==> src/i2a_pkg.sv <==
// Package for the integer-to-decimal-text converter.
// Holds the item type passed from the front end to the back end and shared constants.
// No dependencies.
package i2a_pkg;

  // Decimal digits of a 32-bit magnitude
  localparam int DIGITS = 10;
  localparam int DIG_W  = 4;
  localparam int CNT_W  = 4;

  // ASCII codes
  localparam logic [6:0] CHAR_ZERO  = 7'd48;
  localparam logic [6:0] CHAR_MINUS = 7'd45;

  // floor(x / 10) = (x * RECIP_10) >> RECIP_SHIFT, exact for any 32-bit x
  localparam logic [31:0] RECIP_10    = 32'hCCCC_CCCD;
  localparam int          RECIP_SHIFT = 35;

  // One converted number: sign, digit count, digits with the leading one at index 0
  typedef struct packed {
    logic                         neg;
    logic [CNT_W-1:0]             ndig;
    logic [DIGITS-1:0][DIG_W-1:0] digits;
  } item_t;

endpackage

==> src/i2a_fifo.sv <==
// Small queue between the digit splitter and the character emitter.
// Show-ahead read, register storage. Depends on i2a_pkg.
module i2a_fifo #(
  parameter int DEPTH = 2
) (
  input  logic           clk,
  input  logic           rst_n,
  input  logic           wr_valid,
  output logic           wr_ready,
  input  i2a_pkg::item_t wr_data,
  output logic           rd_valid,
  input  logic           rd_ready,
  output i2a_pkg::item_t rd_data
);
  import i2a_pkg::*;

  localparam int PW = (DEPTH > 1) ? $clog2(DEPTH) : 1;
  localparam int CW = $clog2(DEPTH + 1);

  item_t         mem_r [DEPTH];
  logic [PW-1:0] wr_ptr_r, rd_ptr_r;
  logic [CW-1:0] cnt_r;
  logic          do_wr, do_rd;

  assign wr_ready = (cnt_r != CW'(DEPTH));
  assign rd_valid = (cnt_r != '0);
  assign rd_data  = mem_r[rd_ptr_r];
  assign do_wr    = wr_valid && wr_ready;
  assign do_rd    = rd_valid && rd_ready;

  // Pointers and fill count
  always_ff @(posedge clk) begin
    if (!rst_n) begin
      wr_ptr_r <= '0;
      rd_ptr_r <= '0;
      cnt_r    <= '0;
    end else begin
      if (do_wr) begin
        wr_ptr_r <= (wr_ptr_r == PW'(DEPTH - 1)) ? '0 : wr_ptr_r + 1'b1;
      end
      if (do_rd) begin
        rd_ptr_r <= (rd_ptr_r == PW'(DEPTH - 1)) ? '0 : rd_ptr_r + 1'b1;
      end
      if (do_wr && !do_rd) begin
        cnt_r <= cnt_r + 1'b1;
      end else if (do_rd && !do_wr) begin
        cnt_r <= cnt_r - 1'b1;
      end
    end
  end

  // Storage
  always_ff @(posedge clk) begin
    if (do_wr) begin
      mem_r[wr_ptr_r] <= wr_data;
    end
  end

endmodule

==> config.mk <==
export PLATFORM = sky130hd
export DESIGN_NAME = i2a_fifo
export DESIGN_NICKNAME = d
export VERILOG_FILES = /design/src/i2a_pkg.sv /design/src/i2a_fifo.sv
export SDC_FILE = /design/constraint.sdc
export NUM_CORES = 1
export LEC_CHECK = 0
export BUFFER_PORTS_ARGS = -buffer_cell sky130_fd_sc_hd__clkbuf_2
export CAP_MARGIN = 30
export CELL_PAD_IN_SITES_DETAIL_PLACEMENT = 0
export CELL_PAD_IN_SITES_GLOBAL_PLACEMENT = 2
export CORE_UTILIZATION = 42
export CTS_BUF_LIST = sky130_fd_sc_hd__clkbuf_4
export CTS_CLUSTER_SIZE = 16
export DETAILED_ROUTE_END_ITERATION = 6
export MAX_ROUTING_LAYER = met4
export PLACE_DENSITY = 0.95
export RECOVER_POWER = 100
export SLEW_MARGIN = 20
export SYNTH_ARGS = -nofsm -noshare
export SYNTH_HDL_FRONTEND = slang
export SYNTH_SLANG_ARGS = --single-unit
==> constraint.sdc <==
create_clock -name clk -period 6.35 [get_ports clk]
set_clock_uncertainty 0.2 [all_clocks]
set_input_delay 0.9525 -clock clk [delete_from_list [all_inputs] [get_ports clk]]
set_output_delay 0.9525 -clock clk [all_outputs]
set_load 0.02 [all_outputs]
==> results_dict.tcl <==
set metrics [dict create \
    outcome "finished, final reports clean" \
    drt-total-wl_um 5400 \
    powerDensity_nw_per_um2 403 \
    drive_above_1_share_pct 29.9 \
    synth-edff-count 90 \
    syn-num-nets 214 \
    path_buf_inv 2 \
    cts_num_sinks 95 \
    tightestPinTransition_ns 1.48 \
    die_area_um2 8650 \
    grt_use_total_pct 13.6 \
    cts_tree "built" \
    p_clk_share_pct 24.8 \
    clkLatencyLatePin_ns 0.40 \
    slew-limit-headroom_pct 1.49 \
    viasPerCell 4.75 \
    cts_setup_buffers 0 \
    avgSynthCellArea_um2 21.2 \
    hpwl_um 3640 \
    drcViolationCount 0 \
    cp.arrival_ns 3.09 \
    yosys_warnings 0 \
    initial_utilization_pct 44.3 \
    grt_overflow 0 \
    finalCriticalPeriod_ns 4.24 \
    path_max_fanout 24 \
    clock-root-buffer "clkbuf_4" \
    hold_viol 0 \
    port_buffers 95 \
    die_h_um 93.0 \
    yosys.area.top_type_share_pct 77.7 \
    cts_resized 0 \
    ys_ff_latch 95 \
    first_pass_iters 4 \
    worstPathCellList "clkbuf_1 -> mux2_2 -> clkbuf_1" \
    synth_ff_type "edfxtp_1" \
    fp.dieW_um 93.0 \
    nets 318 \
    seqPwrFrac_pct 49.2 \
    clock_path_buffers 2 \
    drt-initial-drc-count 50 \
    place_ws_ns 3.69 \
    leakage_nw 1.39 \
    synthTopCellsByArea "edfxtp_1 78%, mux2_2 15%, dfxtp_1 2.9%, and2_1 0.72%, buf_2 0.72%" \
    synth.yosys.seq_area_share_pct 80.6 \
    syn_inst 164 \
    min_from "cnt_r[1]$_SDFFE_PN0P_" \
    coreArea_um2 7850 \
    synth_most_common_cell "edfxtp_1" \
    worstReg2RegStart "cnt_r[0]$_SDFFE_PN0P_" \
    numCtsBuffers 9 \
    ios 96 \
    diodes 0 \
    cp_slowest_cell "clkbuf_1" \
    h-tree-depth 3 \
    combPwrFrac_pct 26.1 \
    hold_path_class "reg -> reg" \
    clkTransAtPathRegs_ns 0.12 \
    setup.worst_path.end_class "output pin" \
    synth_common_cells "90 x edfxtp_1, 45 x mux2_2, 5 x buf_2, 5 x dfxtp_1, 4 x and2_1" \
    p_sw_mw 0.486 \
    crit_top_cell "clkbuf_1" \
    grt_pass1_wl_um 8400 \
    vias 1772 \
    post-route-period-util_pct 66.7 \
    std_cell_rows 32 \
    grt_pass1_vias 1784 \
    fmax_mhz 236 \
    yosysTopAreaCell "edfxtp_1" \
    tns_ns 0 \
    final.setup.worst_slack_ns 2.11 \
    p_sw_share_pct 29.0 \
    drv_cap 0 \
    rsz0062_at_grt "false" \
    path_class "reg -> out" \
    critPathLaunchType "register" \
    critPathMaxStageDelay_ns 1.08 \
    report.final.slew_viol_count 0 \
    internal_power_mw 1.19 \
    cp_data_required_time_ns 5.20 \
    grt_max_degree 27 \
    peakVddDrop_v 0.000201 \
    area_growth_pct 19.7 \
    route.antenna.remaining_nets 0 \
    yosysUniqueCellTypes 19 \
    syn_area_um2 3480 \
    gp_congestion 0.690 \
    crit_family "buffers and inverters" \
    hold_buffers 0 \
    antenna_found_initial 0 \
    wl_per_cell_um 14.5 \
    synthArstFlopShare_pct 0 \
    setup_viol_count_final 0 \
]
## flip-flops by register name, summed over array words and instances (netlist names), named ones only
| name | cells |
|---|---|
| cnt_r | 2 |
| mem_r | 90 |
| rd_ptr_r | 1 |
| wr_ptr_r | 1 |
## cells in the final DEF, fill, tap and decap left out, types with 2 or more instances in the layout
cell,Yosys,routed
and2_1,4,2
edfxtp_1,90,90
mux2_2,45,43
mux2_1,0,2
o21ai_0,1,2
and2_0,0,2
clkbuf_1,0,75
clkbuf_4,0,10
xnor2_1,2,2
a21boi_0,1,2
bufinv_16,0,4
dfxtp_1,5,5
clkbuf_2,0,22
## kinds of logic after synthesis
family                     count (synthesis)  share of synthesized area (%)
muxes                                     45                           14.6
xor gates and xnor gates                   3                          0.756
DFF                                       95                           80.6
AOI/OAI and AO/OA                          5                           1.01
and+or+nand+nor                            9                           1.87
buffers and inverters                      6                          0.827
adders and majority gates                  1                          0.360
## worst min-delay path, delay by kind of cell, from the launching register on
family	cells	cell delay, ns
flops	1	0.36
compound gates	2	0.16
## worst paths after layout
| kind | endpoint | slack [ns] | depth (start not counted) |
|---|---|---|---|
| max reg2reg | mem_r[1][23]$_DFFE_PP_ | 3.19 | 3 |
| min reg2reg | cnt_r[1]$_SDFFE_PN0P_ | 0.36 | 2 |
| min | cnt_r[1]$_SDFFE_PN0P_ | 0.36 | 2 |
| max | rd_data[31] | 2.11 | 3 |
## layer usage
metal / wire length [um] / share of wire, % / track usage, %
met5: 0 / 0 / -
met4: 78 / 1.4 / 6.15
met3: 265 / 4.9 / 3.25
met2: 2750 / 51 / 22.0
met1: 2310 / 43 / 16.2
## power groups by stage
stage	Combinational [mW]	Sequential [mW]	Clock [mW]
6_report	0.437	0.825	0.416
5_1_grt	0.474	0.836	0.448
4_1_cts	0.492	0.828	0.429
3_5_place_dp	0.490	0.842	0
3_3_place_gp	0.446	0.860	0
2_1_floorplan	0.351	0.816	0
## stage by stage
stage	total power, mW	cells	util [%]	hold WS [ns]	instance area (um^2)
after floorplan	1.17	164	-	0.312	3480
after global placement	1.31	356	51.7	0.333	4060
after detailed placement	1.33	359	52.5	0.362	4120
after CTS	1.75	373	55.0	0.382	4310
after global routing	1.76	373	53.0	0.406	4160
final	1.68	373	53.0	0.360	4160
## cell type report
class	instances	area, um^2
repair buffers	98	395
clock buffers	10	75.1
multi-input cells	63	638
clock inverters	4	120
flip-flops and latches	95	2800
inverters	1	3.75
fillers	708	3680
well taps	102	128
No activity file was read; power rests on OpenSTA's default activity.
