`src/i2a_pkg.sv`:
```
// Package for the integer-to-decimal-text converter.
// Holds the item type passed from the front end to the back end and shared constants.
// No dependencies.
package i2a_pkg;

  // Decimal digits of a 32-bit magnitude
  localparam int DIGITS = 10;
  localparam int DIG_W  = 4;
  localparam int CNT_W  = 4;

  // ASCII codes
  localparam logic [6:0] CHAR_ZERO  = 7'd48;
  localparam logic [6:0] CHAR_MINUS = 7'd45;

  // floor(x / 10) = (x * RECIP_10) >> RECIP_SHIFT, exact for any 32-bit x
  localparam logic [31:0] RECIP_10    = 32'hCCCC_CCCD;
  localparam int          RECIP_SHIFT = 35;

  // One converted number: sign, digit count, digits with the leading one at index 0
  typedef struct packed {
    logic                         neg;
    logic [CNT_W-1:0]             ndig;
    logic [DIGITS-1:0][DIG_W-1:0] digits;
  } item_t;

endpackage

```
`src/i2a_back.sv`:
```
// Back end: emits sign and digits of a queued number, one character per cycle while out_ready allows it.
// Registered output stage. Depends on i2a_pkg.
module i2a_back (
  input  logic           clk,
  input  logic           rst_n,
  input  logic           pop_valid,
  output logic           pop_ready,
  input  i2a_pkg::item_t pop_item,
  output logic           out_valid,
  input  logic           out_ready,
  output logic [6:0]     out_char,
  output logic           out_last
);
  import i2a_pkg::*;

  logic                         active_r;
  logic                         sign_r;
  logic [CNT_W-1:0]             cnt_r;
  logic [DIGITS-1:0][DIG_W-1:0] digits_r;
  logic                         out_valid_r;
  logic [6:0]                   out_char_r;
  logic                         out_last_r;

  logic adv, done_now;

  assign adv       = !out_valid_r || out_ready;
  assign done_now  = active_r && !sign_r && (cnt_r == CNT_W'(1));
  assign pop_ready = !active_r || (adv && done_now);

  assign out_valid = out_valid_r;
  assign out_char  = out_char_r;
  assign out_last  = out_last_r;

  // Sequencer over the current number
  always_ff @(posedge clk) begin
    if (!rst_n) begin
      active_r    <= 1'b0;
      out_valid_r <= 1'b0;
    end else begin
      if (adv) begin
        out_valid_r <= active_r;
      end
      if (pop_valid && pop_ready) begin
        active_r <= 1'b1;
      end else if (adv && done_now) begin
        active_r <= 1'b0;
      end
    end
  end

  // Character register
  always_ff @(posedge clk) begin
    if (adv && active_r) begin
      if (sign_r) begin
        out_char_r <= CHAR_MINUS;
        out_last_r <= 1'b0;
      end else begin
        out_char_r <= CHAR_ZERO + {3'b000, digits_r[0]};
        out_last_r <= (cnt_r == CNT_W'(1));
      end
    end
  end

  // Per-number registers: load a new number, or step past the character just sent
  always_ff @(posedge clk) begin
    if (pop_valid && pop_ready) begin
      sign_r   <= pop_item.neg;
      cnt_r    <= pop_item.ndig;
      digits_r <= pop_item.digits;
    end else if (adv && active_r) begin
      if (sign_r) begin
        sign_r <= 1'b0;
      end else begin
        digits_r <= {{DIG_W{1'b0}}, digits_r[DIGITS-1:1]};
        cnt_r    <= cnt_r - 1'b1;
      end
    end
  end

endmodule

```
`config.mk`:
```
export PLATFORM = sky130hd
export DESIGN_NAME = i2a_back
export DESIGN_NICKNAME = d
export VERILOG_FILES = /design/src/i2a_pkg.sv /design/src/i2a_back.sv
export SDC_FILE = /design/constraint.sdc
export NUM_CORES = 1
export LEC_CHECK = 0
export BUFFER_PORTS_ARGS = -buffer_cell sky130_fd_sc_hd__buf_2
export CORE_MARGIN = 4
export CORE_UTILIZATION = 55
export DETAILED_ROUTE_END_ITERATION = 8
export MAX_ROUTING_LAYER = met4
export PLACE_DENSITY = 0.88
export SYNTH_ARGS = -nofsm -noshare
export SYNTH_HDL_FRONTEND = slang
export SYNTH_SLANG_ARGS = --single-unit
export TNS_END_PERCENT = 100
```
`constraint.sdc`:
```
create_clock -name clk -period 8.01 [get_ports clk]
set_input_delay 1.602 -clock clk [delete_from_list [all_inputs] [get_ports clk]]
set_output_delay 1.602 -clock clk [all_outputs]
set_load 0.05 [all_outputs]
```
==> impl_metrics.json, run 1 <==
{
  "status": "finished, final reports clean",
  "cts-root-buf": "clkbuf_8",
  "cts_inserted_buffers": 5,
  "antenna_found_initial": 0,
  "arrival_ns": 2.42,
  "synth_ff_type": "edfxtp_1",
  "worstSetupEndpointType": "output pin",
  "yosys_warnings": 0,
  "netlist_area_um2": 2440,
  "post-route-util": 0.686,
  "grt_first_pass_wirelength_mm": 6.02,
  "synth_largest_area_cell": "edfxtp_1",
  "yosysMostFrequentCell": "edfxtp_1",
  "leakage_nw": 1.25,
  "numPortBuffers": 56,
  "wire_per_inst_um": 15.9,
  "cts_hold_buf": 0,
  "slew_viol_final": 0,
  "dr.first_iter.drc_count": 100,
  "setup_viol": 0,
  "drcViolationCount": 0,
  "fin_skew_ns": 0.00345,
  "setup_tns_ns": 0,
  "vias": 1269,
  "detail-route-antenna-nets": 0,
  "area_delta_synth_final_pct": 16.3,
  "max_clock_freq_mhz": 249,
  "cts_buffer_depth": 2,
  "max_cap_viol_count": 0,
  "drt_wl_total_mm": 3.92,
  "synth-edff-count": 51,
  "synth.avg_cell_area_um2": 17.8,
  "required_ns": 6.41,
  "cts.sinks": 53,
  "clk_pin_slew_ns": 0.08,
  "synth_fp_nets": 188,
  "coreArea_um2": 4140,
  "hp-class": "register to register",
  "ys_seq_area_frac": 0.643,
  "top_level_ports": 59,
  "regArea_um2": 1570,
  "synth_cell_types": 24,
  "ys_top_cells_by_area": "edfxtp_1, mux2_4, mux2_2, buf_6, inv_1",
  "path_class": "input pin to output pin",
  "multi_input_area_um2": 778,
  "clock_power_share": 0.234,
  "die_y_um": 74.7,
  "p_switching_w": 0.000146,
  "drt-pass1-iter-count": 4,
  "grt_pass1_vias": 1341,
  "ys_top_cells_by_count": "edfxtp_1, mux2_4, inv_1",
  "grt_start_max_net_pins": 47,
  "async_flop_share": 0,
  "final_nets": 247,
  "relSlewSlack": 0.497,
  "cts-htree-levels": 2,
  "cts_tree": "done",
  "intPower_w": 0.000485,
  "drive_above_1_share": 0.558,
  "fillers": 297,
  "dieWidth_um": 74.7,
  "cts_setup_buffers": 0,
  "finalCriticalPeriod_ns": 4.02,
  "n_antenna_cell": 0,
  "worstMarginPinSlew_ns": 0.754,
  "swShare": 0.231,
  "crit_fanout": 4,
  "grt_overflow_total": 0,
  "pwr-share-comb": 0.184,
  "hold_violations": 0,
  "row_count": 23,
  "synth_top_area_frac": 0.627,
  "cts_resized": 0,
  "grt_setup_unrepaired": "false",
  "fp.dieArea_um2": 5570,
  "initial_core_util": 0.590,
  "dpl.hpwl_mm": 2.81,
  "synthCells": 137,
  "finalCritPeriodShare": 0.502,
  "avgViaCountPerCell": 5.14,
  "powerDensity_nw_per_um2": 222,
  "insertion_delay_ns": 0.29,
  "peakVddDrop_v": 0.000149,
  "track_usage": 0.154,
  "gp_congestion": 0.776,
  "cp-start-kind": "input pin",
  "ys_seq_elements": 53,
  "power_frac_seq": 0.581
}
[final cells by class]
cell class,count,share of cell area
Tap cell,50,0.0220
Inverter,12,0.0158
Clock buffer,8,0.0317
Sequential cell,53,0.553
Timing Repair Buffer,58,0.104
Multi-Input combinational cell,66,0.274
[sequential cells by signal, indices dropped and copies added, names as in the netlist]
name	flops
out_last	1
out_valid	1
out_char	5
digits_r	40
sign_r	1
active_r	1
cnt_r	4
[metrics by stage]
step | power [W] | hold WS, ns | setup WS (ns) | instances | cell area [µm²]
global route | 0.000659 | 0.531 | 3.93 | 247 | 2840
global placement | 0.000483 | 0.477 | 4.06 | 239 | 2750
detailed placement | 0.000491 | 0.501 | 3.99 | 239 | 2750
CTS | 0.000639 | 0.522 | 3.99 | 247 | 2840
floorplan | 0.000463 | 0.469 | 2.49 | 137 | 2440
finish | 0.000631 | 0.527 | 3.99 | 247 | 2840
[cell families (layout without fill, tap and decap cells)]
group	Yosys count	after routing	synth area share
other	2	2	0.00307
AND/OR/NAND/NOR	15	15	0.0399
AO/OA/AOI/OAI	5	5	0.0189
XOR/XNOR	2	2	0.00717
buffers and inverters	18	78	0.0430
adder cells (fa/ha/maj)	2	2	0.0102
flip-flops	53	53	0.643
multiplexers	40	40	0.235
[power groups by stage]
stage / Combinational (W) / Sequential (W) / Clock (W)
6_report: 0.000116 / 0.000367 / 0.000148
2_1_floorplan: 0.0000827 / 0.000380 / 0
3_5_place_dp: 0.000118 / 0.000373 / 0
4_1_cts: 0.000118 / 0.000367 / 0.000154
3_3_place_gp: 0.000112 / 0.000371 / 0
5_1_grt: 0.000125 / 0.000370 / 0.000164
[worst paths after layout]
path,endpoint,slack (ns),startpoint,cells past startpoint
worst min-delay path,out_valid,0.53,active_r,2
worst min register to register,out_valid,0.53,active_r,2
worst max register to register,cnt_r[1],5.56,sign_r,5
worst max-delay path,pop_ready,3.99,out_ready,5
[worst max-delay path, cell delays in order]
cell	delay (ns)
buf_2	0.09
nand2b_1	0.21
a21oi_1	0.25
inv_1	0.06
buf_2	0.21
[routing by layer]
metal | vias up | track usage | routed length (µm)
met5 | - | - | 0
met4 | 0 | 0.0435 | 10
met3 | 2 | 0.0467 | 263
met2 | 50 | 0.275 | 2080
met1 | 609 | 0.164 | 1570
li1 | 608 | - | -
[placed cells by master, fill, tap and decap left out]
| cell type | Yosys | layout |
|---|---|---|
| and2b_2 | 1 | 1 |
| nand2_1 | 1 | 1 |
| edfxtp_1 | 51 | 51 |
| nor4b_4 | 1 | 1 |
| buf_4 | 2 | 2 |
| a21boi_0 | 1 | 1 |
| mux2_4 | 33 | 33 |
| a31oi_4 | 1 | 1 |
| o21a_1 | 1 | 1 |
| o21ai_4 | 0 | 1 |
| mux2_2 | 6 | 6 |
| or2_2 | 3 | 3 |
| buf_2 | 0 | 56 |
| a21oi_1 | 1 | 1 |
| dfxtp_1 | 2 | 2 |
| clkbuf_1 | 0 | 2 |
| conb_1 | 2 | 2 |
| mux2i_1 | 1 | 1 |
| inv_1 | 12 | 12 |
| xor2_1 | 2 | 2 |
| ha_1 | 2 | 2 |
| nor2_1 | 5 | 5 |
| clkbuf_8 | 0 | 6 |
| nor2b_1 | 1 | 1 |
| nor3_1 | 1 | 1 |
| nand2b_1 | 2 | 2 |
Power figures use the tool's default switching activity.
==> run 2: changes to the inputs <==
CORE_UTILIZATION = 48   (was 55)
PLACE_DENSITY = 0.82   (was 0.88)
clock period = 3.5 ns   (was 8.01 ns; I/O delays follow)
==> run 2 against run 1 <==
  * Clock skew increased by 0.0050 ns
  * Clock power increased to 2.9 times the previous value
  * Setup slack worse by 2.9 ns
  * Non-clock buffer count up 1
  * Critical path depth increased by 1
  * Count of clock-buffer cells in the layout fell by 1
  * Sequential cell count is the same
  * Combinational power grew 130%
  * Die area is 13% higher
  * Via count decreased by 1.3%
  * Register-to-register slack worse by 4.4 ns
  * Sequential share of layout area is 1.1 points lower
==> impl_metrics.json, run 2 (same netlist as run 1, synthesis figures left out) <==
{
  "power_frac_seq": 0.549,
  "final_cell_area_um2": 2900,
  "r2r_slack_ns": 1.12,
  "post-route-util": 0.602,
  "grt_overflow_total": 0,
  "startpoint": "cnt_r[1]",
  "cpPeakStageDelay_ns": 0.40,
  "antenna_found_initial": 0,
  "dpl-instance-area_um2": 2780,
  "die_y_um": 79.4,
  "drt-pass1-iter-count": 4,
  "fin_cells": 265,
  "path_class": "register to output pin",
  "grt_start_max_net_pins": 29,
  "hp-class": "register to register",
  "cts_hold_buf": 0,
  "crit_buf_inv": 3,
  "area_delta_synth_final_pct": 18.6,
  "cts-root-buf": "clkbuf_8",
  "fp.dieArea_um2": 6300,
  "avgViaCountPerCell": 4.73,
  "worstMarginPinSlew_ns": 0.753,
  "max_cap_viol_count": 0,
  "cp_num_cells": 6,
  "required_ns": 2.80,
  "cts_tree": "done",
  "largest_reg_flops": 40,
  "coreArea_um2": 4820,
  "detail-route-antenna-nets": 0,
  "grt_setup_unrepaired": "false",
  "drive_above_1_share": 0.566,
  "dieWidth_um": 79.4,
  "setup_tns_ns": 0,
  "peakVddDrop_v": 0.000268,
  "critical_path.cell_chain": "inv_1, ha_1, nor4b_4, a21oi_1, inv_1, buf_2",
  "fillers": 394,
  "status": "finished, final reports clean",
  "hold_start": "digits_r[3]",
  "r2r-end": "digits_r[14]",
  "n_antenna_cell": 0,
  "slew_viol_final": 0,
  "setup_viol": 0,
  "swShare": 0.225,
  "cp_common_cell": "inv_1",
  "layout_commonest_cell": "buf_2",
  "crit_fanout": 3,
  "cts_resized": 0,
  "cp-start-kind": "register",
  "path_delay_family": "buffers and inverters",
  "slowest_stage": "edfxtp_1",
  "pwr-share-comb": 0.173,
  "grt_first_pass_wirelength_mm": 5.94,
  "intPower_w": 0.00118,
  "r2r_start": "cnt_r[1]",
  "clock_power_share": 0.278,
  "row_count": 25,
  "cts_buffer_depth": 2,
  "leakage_nw": 1.27,
  "worstRegToRegCells": 7,
  "relSlewSlack": 0.496,
  "track_usage": 0.130,
  "fin_skew_ns": 0.00840,
  "insertion_delay_ns": 0.30,
  "drcViolationCount": 0,
  "dp_cells": 257,
  "initial_core_util": 0.507,
  "cp-endpoint": "pop_ready",
  "finalCritPeriodShare": 0.693,
  "gp_congestion": 0.761,
  "arrival_ns": 1.73,
  "whs_ns": 0.524,
  "hold_violations": 0,
  "cts_setup_buffers": 0,
  "cts_inserted_buffers": 5,
  "finalCriticalPeriod_ns": 2.43,
  "final_nets": 248,
  "worstSetupEndpointType": "output pin",
  "cts.sinks": 53,
  "top_level_ports": 59,
  "p_switching_w": 0.000344,
  "numPortBuffers": 56,
  "max_clock_freq_mhz": 412,
  "largest-register": "digits_r",
  "wire_per_inst_um": 14.2,
  "vias": 1253,
  "clk_pin_slew_ns": 0.09,
  "final_cell_mix": "buf_2, edfxtp_1, mux2_4, inv_1",
  "drt_wl_total_mm": 3.76,
  "powerDensity_nw_per_um2": 527,
  "dr.first_iter.drc_count": 77,
  "grt_pass1_vias": 1233,
  "cts-htree-levels": 2,
  "dpl.hpwl_mm": 2.72
}
run 2: through the flow:
step	total power (W)	worst slack, ns
final	0.00153	1.07
after floorplan	0.00106	0.0695
after global routing	0.00160	0.910
after CTS	0.00154	1.03
after global placement	0.00111	1.02
after detailed placement	0.00112	0.990
run 2: worst register-to-register path, delay by kind of cell (launching register included):
kind	cells	cell delay, ns
flip-flops	1	0.40
buffers and inverters	3	0.76
AO/OA/AOI/OAI	2	0.44
adder cells (fa/ha/maj)	1	0.17
AND/OR/NAND/NOR	1	0.29
run 2: how the worst min path moves through the flow:
stage | to | slack (ns) | cells past startpoint
finish | out_char[3] | 0.52 | 1
global route | out_char[2] | 0.56 | 1
CTS | out_valid | 0.53 | 2
detailed placement | out_char[3] | 0.51 | 1
global placement | out_valid | 0.49 | 2
floorplan | out_valid | 0.47 | 2
run 2: metal layers:
metal  GRT usage  vias up  share of wire
li1            -      611              -
met1       0.168      586           0.45
met2       0.195       50           0.46
met5           -        -              0
met4      0.0515        0          0.016
met3      0.0385        6          0.072
run 2: layout make-up:
type	instances	area (µm²)	share of cell area
clock buffers	7	86.3	0.0298
well taps	67	83.8	0.0289
repair buffers	59	303	0.104
inverters	12	45.0	0.0155
clock inverters	1	30.0	0.0104
flip-flops and latches	53	1570	0.542
multi-input cells	66	778	0.269
run 2: power by group through the flow:
stage               registers, W  clock network (W)  logic (W)
floorplan               0.000867                  0   0.000189
global placement        0.000851                  0   0.000260
detailed placement      0.000854                  0   0.000266
CTS                     0.000840           0.000433   0.000269
global route            0.000847           0.000464   0.000287
finish                  0.000838           0.000424   0.000264
==> run 3: changes to the inputs <==
clock period = 2.1 ns   (was 3.5 ns; I/O delays follow)
==> run 3 against run 2 <==
  * Global-route usage shrank 0.41 points
  * Sequential cell count unchanged
  * Routed wire length decreased by 2.5%
  * Sequential power increased by 66%
  * Clock skew fell by 0.0032 ns
  * Critical path type is now register to register
  * Largest power group unchanged
==> impl_metrics.json, run 3 (same netlist as run 1, synthesis figures left out) <==
{
  "finalCritPeriodShare": 0.960,
  "groute.layer.met1.usage": 0.168,
  "cts_hold_buf": 0,
  "fillers": 379,
  "drt_wl_total_mm": 3.67,
  "die_y_um": 79.4,
  "dpl.hpwl_mm": 2.64,
  "setup_tns_ns": 0,
  "dpl-instance-area_um2": 2840,
  "layout_commonest_cell": "buf_2",
  "dieWidth_um": 79.4,
  "path_class": "register to register",
  "power_frac_seq": 0.578,
  "max_clock_freq_mhz": 496,
  "min_path_cells": 2,
  "critical_path.cell_chain": "ha_1, nor4b_4, buf_4, a31oi_4, buf_12, mux2_2",
  "cts-root-buf": "clkbuf_8",
  "largest_reg_flops": 40,
  "cts_buffer_depth": 2,
  "finalCriticalPeriod_ns": 2.02,
  "n_antenna_cell": 0,
  "gp_congestion": 0.780,
  "initial_core_util": 0.507,
  "cpPeakStageDelay_ns": 0.42,
  "path_delay_family": "flip-flops",
  "clock_power_share": 0.226,
  "insertion_delay_ns": 0.30,
  "grt_pass1_vias": 1228,
  "grt_start_max_net_pins": 32,
  "track_usage": 0.126,
  "status": "finished, final reports clean",
  "cp_num_cells": 6,
  "arrival_ns": 2.07,
  "row_count": 25,
  "wire_per_inst_um": 13.6,
  "pwr-share-comb": 0.196,
  "max_cap_viol_count": 0,
  "avgViaCountPerCell": 4.70,
  "area_delta_synth_final_pct": 20.1,
  "crit_fanout": 20,
  "fin_skew_ns": 0.00521,
  "vias": 1263,
  "numPortBuffers": 56,
  "grt_use_met2": 0.189,
  "clk_pin_slew_ns": 0.09,
  "grt_first_pass_wirelength_mm": 5.90,
  "grt_setup_unrepaired": "false",
  "powerDensity_nw_per_um2": 819,
  "slew_viol_final": 0,
  "cts-htree-levels": 2,
  "detail-route-antenna-nets": 0,
  "cts_tree": "done",
  "final_cell_area_um2": 2940,
  "drcViolationCount": 0,
  "multi_input_area_um2": 782,
  "final_nets": 252,
  "drt-pass1-iter-count": 4,
  "p_switching_w": 0.000563,
  "swShare": 0.234,
  "cts.sinks": 53,
  "peakVddDrop_v": 0.000438,
  "fp.dieArea_um2": 6300,
  "grt_overflow_total": 0,
  "setup_viol": 0,
  "dr.first_iter.drc_count": 76,
  "whs_ns": 0.331,
  "use_met3": 0.0374,
  "top_level_ports": 59,
  "final_cell_mix": "buf_2, edfxtp_1, mux2_4, inv_1, mux2_2",
  "coreArea_um2": 4820,
  "slowest_stage": "edfxtp_1",
  "cp-start-kind": "register",
  "largest-register": "digits_r",
  "top_usage_layer": "met2",
  "cts_inserted_buffers": 5,
  "regArea_um2": 1570,
  "intPower_w": 0.00184,
  "leakage_nw": 1.29,
  "crit_buf_inv": 2,
  "required_ns": 2.15,
  "worstSetupEndpointType": "register",
  "antenna_found_initial": 0,
  "hp-class": "input pin to register",
  "worstRegToRegCells": 6,
  "drive_above_1_share": 0.569,
  "hold_violations": 0
}
run 3: layer usage:
metal  routed length (µm)  vias to the layer above  share of wire
met1                 1710                      596           0.47
met2                 1690                       43           0.46
met5                    0                        -              0
met4                   38                        0          0.010
li1                     -                      619              -
met3                  235                        5          0.064
run 3: timing repair:
item	CTS	global route
pin swaps	0	1
buffers inserted	1	0
gates resized for setup	1	1
setup endpoints to repair	1	6
run 3: final cells by class:
type / count / share of cell area
Sequential cell: 53 / 0.535
Multi-Input combinational cell: 66 / 0.266
Clock buffer: 8 / 0.0273
Timing Repair Buffer: 63 / 0.127
Inverter: 12 / 0.0153
Tap cell: 67 / 0.0286
run 3: stage by stage:
| step | std cells | total power (W) | setup WS [ns] | utilization |
|---|---|---|---|---|
| global route | 269 | 0.00252 | 0.00259 | 0.609 |
| CTS | 269 | 0.00243 | 0.0534 | 0.609 |
| detailed placement | 260 | 0.00189 | 0.185 | 0.590 |
| finish | 269 | 0.00240 | 0.0837 | 0.609 |
| global placement | 260 | 0.00188 | 0.214 | 0.590 |
| floorplan | 137 | 0.00176 | 0.0737 | - |
run 3: worst paths after layout:
| check | slack [ns] | endpoint | start |
|---|---|---|---|
| worst min-delay path | 0.33 | active_r | rst_n |
| worst max register to register | 0.08 | digits_r[2] | cnt_r[0] |
| worst min register to register | 0.51 | out_char[3] | digits_r[3] |
| worst max-delay path | 0.08 | digits_r[2] | cnt_r[0] |
run 3: worst reg2reg max path, cell delays in order, from the launching register on:
cell,delay [ns]
edfxtp_1,0.42
ha_1,0.22
nor4b_4,0.14
buf_4,0.15
a31oi_4,0.26
buf_12,0.23
mux2_2,0.35
run 3: power by group through the flow:
stage / clock network [W] / registers (W) / logic [W]
6_report: 0.000544 / 0.00139 / 0.000472
5_1_grt: 0.000606 / 0.00140 / 0.000512
4_1_cts: 0.000560 / 0.00139 / 0.000479
3_5_place_dp: 0 / 0.00142 / 0.000472
3_3_place_gp: 0 / 0.00141 / 0.000463
2_1_floorplan: 0 / 0.00144 / 0.000319
